[src/rtl/core/sptq_pkg.sv]
// Shared types and constants for the sparse table range query block.
`default_nettype none

package sptq_pkg;

    localparam int DATA_W    = 32;
    localparam int OP_W      = 3;
    localparam int FIRST_W   = 10;
    localparam int END_W     = 11;
    localparam int PADDR_W   = 3;
    localparam int PDATA_W   = 32;

    // Combining operators; the two unused codes behave as min.
    typedef enum logic [OP_W-1:0] {
        OP_MIN = 3'd0,
        OP_MAX = 3'd1,
        OP_ADD = 3'd2,
        OP_XOR = 3'd3,
        OP_AND = 3'd4,
        OP_OR  = 3'd5
    } op_t;

    localparam logic FUNC_UPDATE = 1'b0;
    localparam logic FUNC_QUERY  = 1'b1;

    // Register select bit of paddr: register i sits at byte address 4*i.
    localparam logic REG_OP_SELECT = 1'b0;
    localparam logic REG_IDENTITY  = 1'b1;

endpackage

`default_nettype wire

[src/rtl/core/sptq_alu.sv]
// Shared combining unit: applies the selected associative operator to two words.
`default_nettype none

module sptq_alu (
    input  wire sptq_pkg::op_t                 op,
    input  wire logic [sptq_pkg::DATA_W-1:0]   a,
    input  wire logic [sptq_pkg::DATA_W-1:0]   b,
    output logic      [sptq_pkg::DATA_W-1:0]   y
);

    always_comb
    begin
        case (op)
            sptq_pkg::OP_MAX: y = (a > b) ? a : b;
            sptq_pkg::OP_ADD: y = a + b;
            sptq_pkg::OP_XOR: y = a ^ b;
            sptq_pkg::OP_AND: y = a & b;
            sptq_pkg::OP_OR:  y = a | b;
            default:          y = (a < b) ? a : b;
        endcase
    end

endmodule

`default_nettype wire

[config.mk]
export PLATFORM = sky130hd
export DESIGN_NAME = sptq_alu
export DESIGN_NICKNAME = d
export VERILOG_FILES = /design/src/rtl/core/sptq_pkg.sv /design/src/rtl/core/sptq_alu.sv
export SDC_FILE = /design/constraint.sdc
export NUM_CORES = 1
export LEC_CHECK = 0
export ABC_AREA = 1
export BUFFER_PORTS_ARGS = -buffer_cell sky130_fd_sc_hd__buf_2
export CAP_MARGIN = 20
export CORE_AREA = 4 4 108 110
export DETAILED_ROUTE_END_ITERATION = 8
export DIE_AREA = 0 0 112 114
export PLACE_DENSITY = 0.77
export SYNTH_ARGS = -nofsm -noshare
export SYNTH_HDL_FRONTEND = slang
export SYNTH_SLANG_ARGS = --single-unit
[constraint.sdc]
create_clock -name vclk -period 3
set_clock_uncertainty 0.1 [all_clocks]
set_input_delay 0.15 -clock vclk [all_inputs]
set_output_delay 0.15 -clock vclk [all_outputs]
set_load 0.02 [all_outputs]
; ---- Yosys cells after proc, flatten, opt, wreduce, memory -nomap -nowiden
; Cells that the tools add are included.
[word_totals]
ff_bits = 0
inputBits = 67
out_inout_bits = 32
wordCells = 14
[classes]
add_sub_neg = 1
order_cmp = 2
eq_ne = 5
n_mux = 3
n_bitwise = 3
[ops]
columns = operator, n
row1 = case mux 32 bit (5 select lines), 1
row2 = two-way mux 32 bit, 2
row3 = adder 32 bit, 1
row4 = bitwise AND 32 bit, 1
row5 = greater-than comparator 32 bit, 1
row6 = < comparator 32 bit, 1
row7 = OR 32 bit, 1
row8 = bitwise XOR 32 bit, 1
row9 = == test 3 x 2 -> 1 bit (second input constant), 2
row10 = == test 3 bit (second input constant), 2
row11 = == test 3 x 1 -> 1 bit (second input constant), 1

; ---- Depth between registers and ports, before layout
[depth]
word_depth = 3
ltp_mapped = 18
mapped_depth_nobuf = 17

; ---- Worst setup path after synthesis
; OpenSTA, ideal clock, no wires.
[synth_path]
path_kind = in2out
startpoint = input a[30] (netlist name)
endpoint = output y[27] (netlist name)
t_arrival_ns = 1.848
t_required_ns = 2.750
path_slack_ns = 0.902
stages = 14
n_path_buf = 2
cell_sequence = inv_1 -> ha_1 -> nor2_2 -> nand2_1 -> nor2_2 -> nand4_1 -> nor2_2 -> nand2_1 -> nand2_2 -> buf_6 -> buf_4 -> nand3_1 -> nand3_1 -> nand3_1
[synth_via]
elab_chain_cells = 3
elab_cells_between_ends = 5
classes_between = order compare: 2 / mux: 3
[synth_rtl]
columns = item, line
row1 = start: declaration, sptq_alu.sv:6  ; input wire logic [sptq_pkg::DATA_W-1:0] a,
row2 = < comparator 32 bit or greater-than comparator 32 bit (tied branches), "sptq_alu.sv:19, sptq_alu.sv:14"
row3 = two-way mux 32 bit (on tied branches), "sptq_alu.sv:19, sptq_alu.sv:14"
row4 = case mux 32 bit (5 select lines) (*), sptq_alu.sv:13  ; case (op)
row5 = end: declaration, sptq_alu.sv:8  ; output logic [sptq_pkg::DATA_W-1:0] y
; Mark *: on every way between the ends. The rest lies on a longest branch, timed or not.

; ---- Final worst setup path
[layout_path]
startpoint = input a[23] (netlist name)
endpoint = output y[3] (netlist name)
; Same word-level chain as after synthesis.

==> flow_summary_export.csv <==
group,metric,value,unit
pwr,p_per_area,187.0,nW/um2
clock_tree,cts.hold.buffers_added,0,
synthesis,synth.most_common_cell,"nand2_1",
route,firstDrtPassIters,6,
sta,drv_slew,0,
route,wl,18480,um
critical_path,worstPathRequired,2.75,ns
synthesis,library_cell_with_the_largest_summed_area_after_synthesis,"nand2_1",
place,numPortBuffers,99,
synthesis,most_common_library_cells_after_synthesis,"414 x nand2_1, 208 x inv_1, 150 x nand3_1",
floorplan,floorplan_die_width,112,um
cells_and_area,fill_cells,1219,
grt,grt_start_max_net_pins,97,
route,ant_nets,0,
sta,tightest_slew,0.8858,ns
sta,post-route-min-period,2.755,ns
clock_tree,post_cts.resized_instances,0,
route,vias_after_detailed_routing,7116,
route,routed_wire_length_per_instance,13.42,um
synthesis,syn-cell-area,5801,um2
grt,met3_layer_usage_reported_by_global_route,0.8488,%
critical_path,start_point_of_the_critical_path,"a[23]",
place,finalWeightedCongestion,0.9798,
grt,grt_util_all_layers,27.68,%
sta,slew_headroom,40.88,%
grt,globalRouteMet1Util,38.54,%
grt,via_count_of_the_first_global_routing_pass,6454,
critical_path,critical_path_peak_fanout,96,
run_status,result_of_the_run,"complete, no violations",
synthesis,synth_fp_nets,1327,
pwr,vdd_drop_max,112.4,uV
sta,fin_tns_setup,0,ns
cells_and_area,clock_buffer_count,0,
synthesis,post_synth.cell_area_avg,5.005,um2
synthesis,synth_top_area_share,26.79,%
floorplan,floorplan.core_area,10700,um2
sta,final_hold_viol_count,0,
grt,grt_pass1_wl,30150,um
clock_tree,post_cts_setup_repair_buffer_count,0,
cells_and_area,insertedDiodeCount,0,
pwr,power_leakage,4.078,nW
cells_and_area,finalCoreUtilization,60.27,%
floorplan,floorplan.die_area,12770,um2
critical_path,setup.worst_path.class,"in -> out",
grt,antenna_found_initial,0,
sta,grt_setup_unrepaired,"no",
route,drc,0,
min_path,timing.hold.worst.class,"in -> out",
grt,global_route.peak_usage_layer,"met2",
critical_path,cp_data_arrival_time,2.51,ns
flow_run,maxCapViolations,0,
place,dp_hpwl,14870,um
floorplan,initial_utilization,54.22,%
sta,fmaxAchievable,363.0,MHz
floorplan,die_y,114,um
grt,grtUsageMet2,49.32,%
sta,setup_viol,0,
floorplan,placementRows,38,
critical_path,critPathLaunchType,"input port",
route,vias_per_cell,5.168,
cells_and_area,area.sequential,0,um2
synthesis,synth_seq_area_share,0,%
floorplan,top_level_ports,99,
cells_and_area,num_sequential,0,
synthesis,dominant_cells_by_area_after_synthesis,"nand2_1 27%, ha_1 22%, inv_1 13%",
cells_and_area,area_growth_syn_to_layout,11.15,%
route,detail_route.iter0.violations,512,
critical_path,end_kind,"output port",
synthesis,yosysUniqueCellTypes,34,
sta,finalCritPeriodShare,91.84,%
synthesis,number_of_standard_cells_after_synthesis,1159,
min_path,holdCritStartpoint,"b[15]",
grt,total_grt_overflow,0,
cells_and_area,design.final.nets,1407,
cells_and_area,final_layout_size_suffix_gt1_share,10.83,%
synthesis,yosys_warnings,0,
==> critical path, cell delays in order <==
cell,delay (ns)
buf_2,0.11
inv_1,0.06
ha_1,0.38
inv_2,0.11
nand2_1,0.09
nor3_2,0.18
nand4_1,0.19
nor2_2,0.19
nand2_1,0.09
nand2_2,0.09
buf_12,0.31
nand2_1,0.10
o21ai_0,0.10
nand2_1,0.07
nand3_1,0.08
buf_2,0.16
==> cells by family (layout without fill, tap and decap cells) <==
family	Yosys count	after routing	synth area share, %
adders and majority gates	101	101	21.92
and+or+nand+nor	675	675	48.68
AOI/OAI and AO/OA	123	123	11.45
xor gates and xnor gates	5	5	0.7549
buffers and inverters	255	333	17.19
==> cells in the final DEF (no fill, tap or decap), types with 2 or more instances in the layout <==
cell | Yosys | routed
xor2_1 | 5 | 5
a21oi_1 | 45 | 45
o21ai_1 | 5 | 5
nor3_1 | 6 | 6
buf_4 | 3 | 10
nand2_1 | 414 | 414
buf_2 | 9 | 99
nand3_1 | 150 | 150
inv_1 | 208 | 208
nor2_1 | 74 | 73
inv_2 | 12 | 12
nand4_1 | 13 | 13
o221ai_1 | 2 | 2
nor3_2 | 3 | 2
and2_1 | 8 | 8
ha_1 | 100 | 100
o21a_1 | 2 | 2
nor2_2 | 3 | 4
buf_12 | 0 | 3
o22ai_1 | 21 | 21
o21ai_0 | 44 | 44
==> final timing paths <==
path                     to  slack [ns]  depth (start not counted)
worst max-delay path   y[3]        0.24                         16
worst min-delay path  y[15]        0.67                          6
==> area by class of cell <==
class	instances	area, um2	share of cell area, %
Inverter	221	829.5	12.87
Timing Repair Buffer	112	630.6	9.781
Tap cell	140	175.2	2.717
Multi-Input combinational cell	904	4812	74.64
==> power by group <==
part           switching, mW  leakage [nW]  internal (mW)
combinational          0.805          4.08          0.401
sequential                 0             0              0
clock                      0             0              0
total                  0.805          4.08          0.401
==> stage by stage <==
stage / power, mW / setup slack, ns / instance area [um2] / hold slack [ns] / std cells
6_report: 1.206 / 0.2448 / 6447 / 0.6671 / 1377
5_1_grt: 1.362 / 0.003235 / 6447 / 0.7153 / 1377
4_1_cts: 1.197 / 0.2555 / 6447 / 0.6730 / 1377
3_5_place_dp: 1.191 / 0.2698 / 6447 / 0.6722 / 1377
3_3_place_gp: 1.178 / 0.3215 / 6447 / 0.6630 / 1377
2_1_floorplan: 0.8489 / 0.9018 / 5801 / 0.4979 / 1159
==> routing by layer <==
metal	vias to the layer above	share of wire (%)	wire length, um
li1	3788	-	-
met1	3100	47	8768
met2	213	46	8501
met3	15	5.4	1002
met4	0	1.1	208
met5	-	0	0
Power figures use the tool's default switching activity.
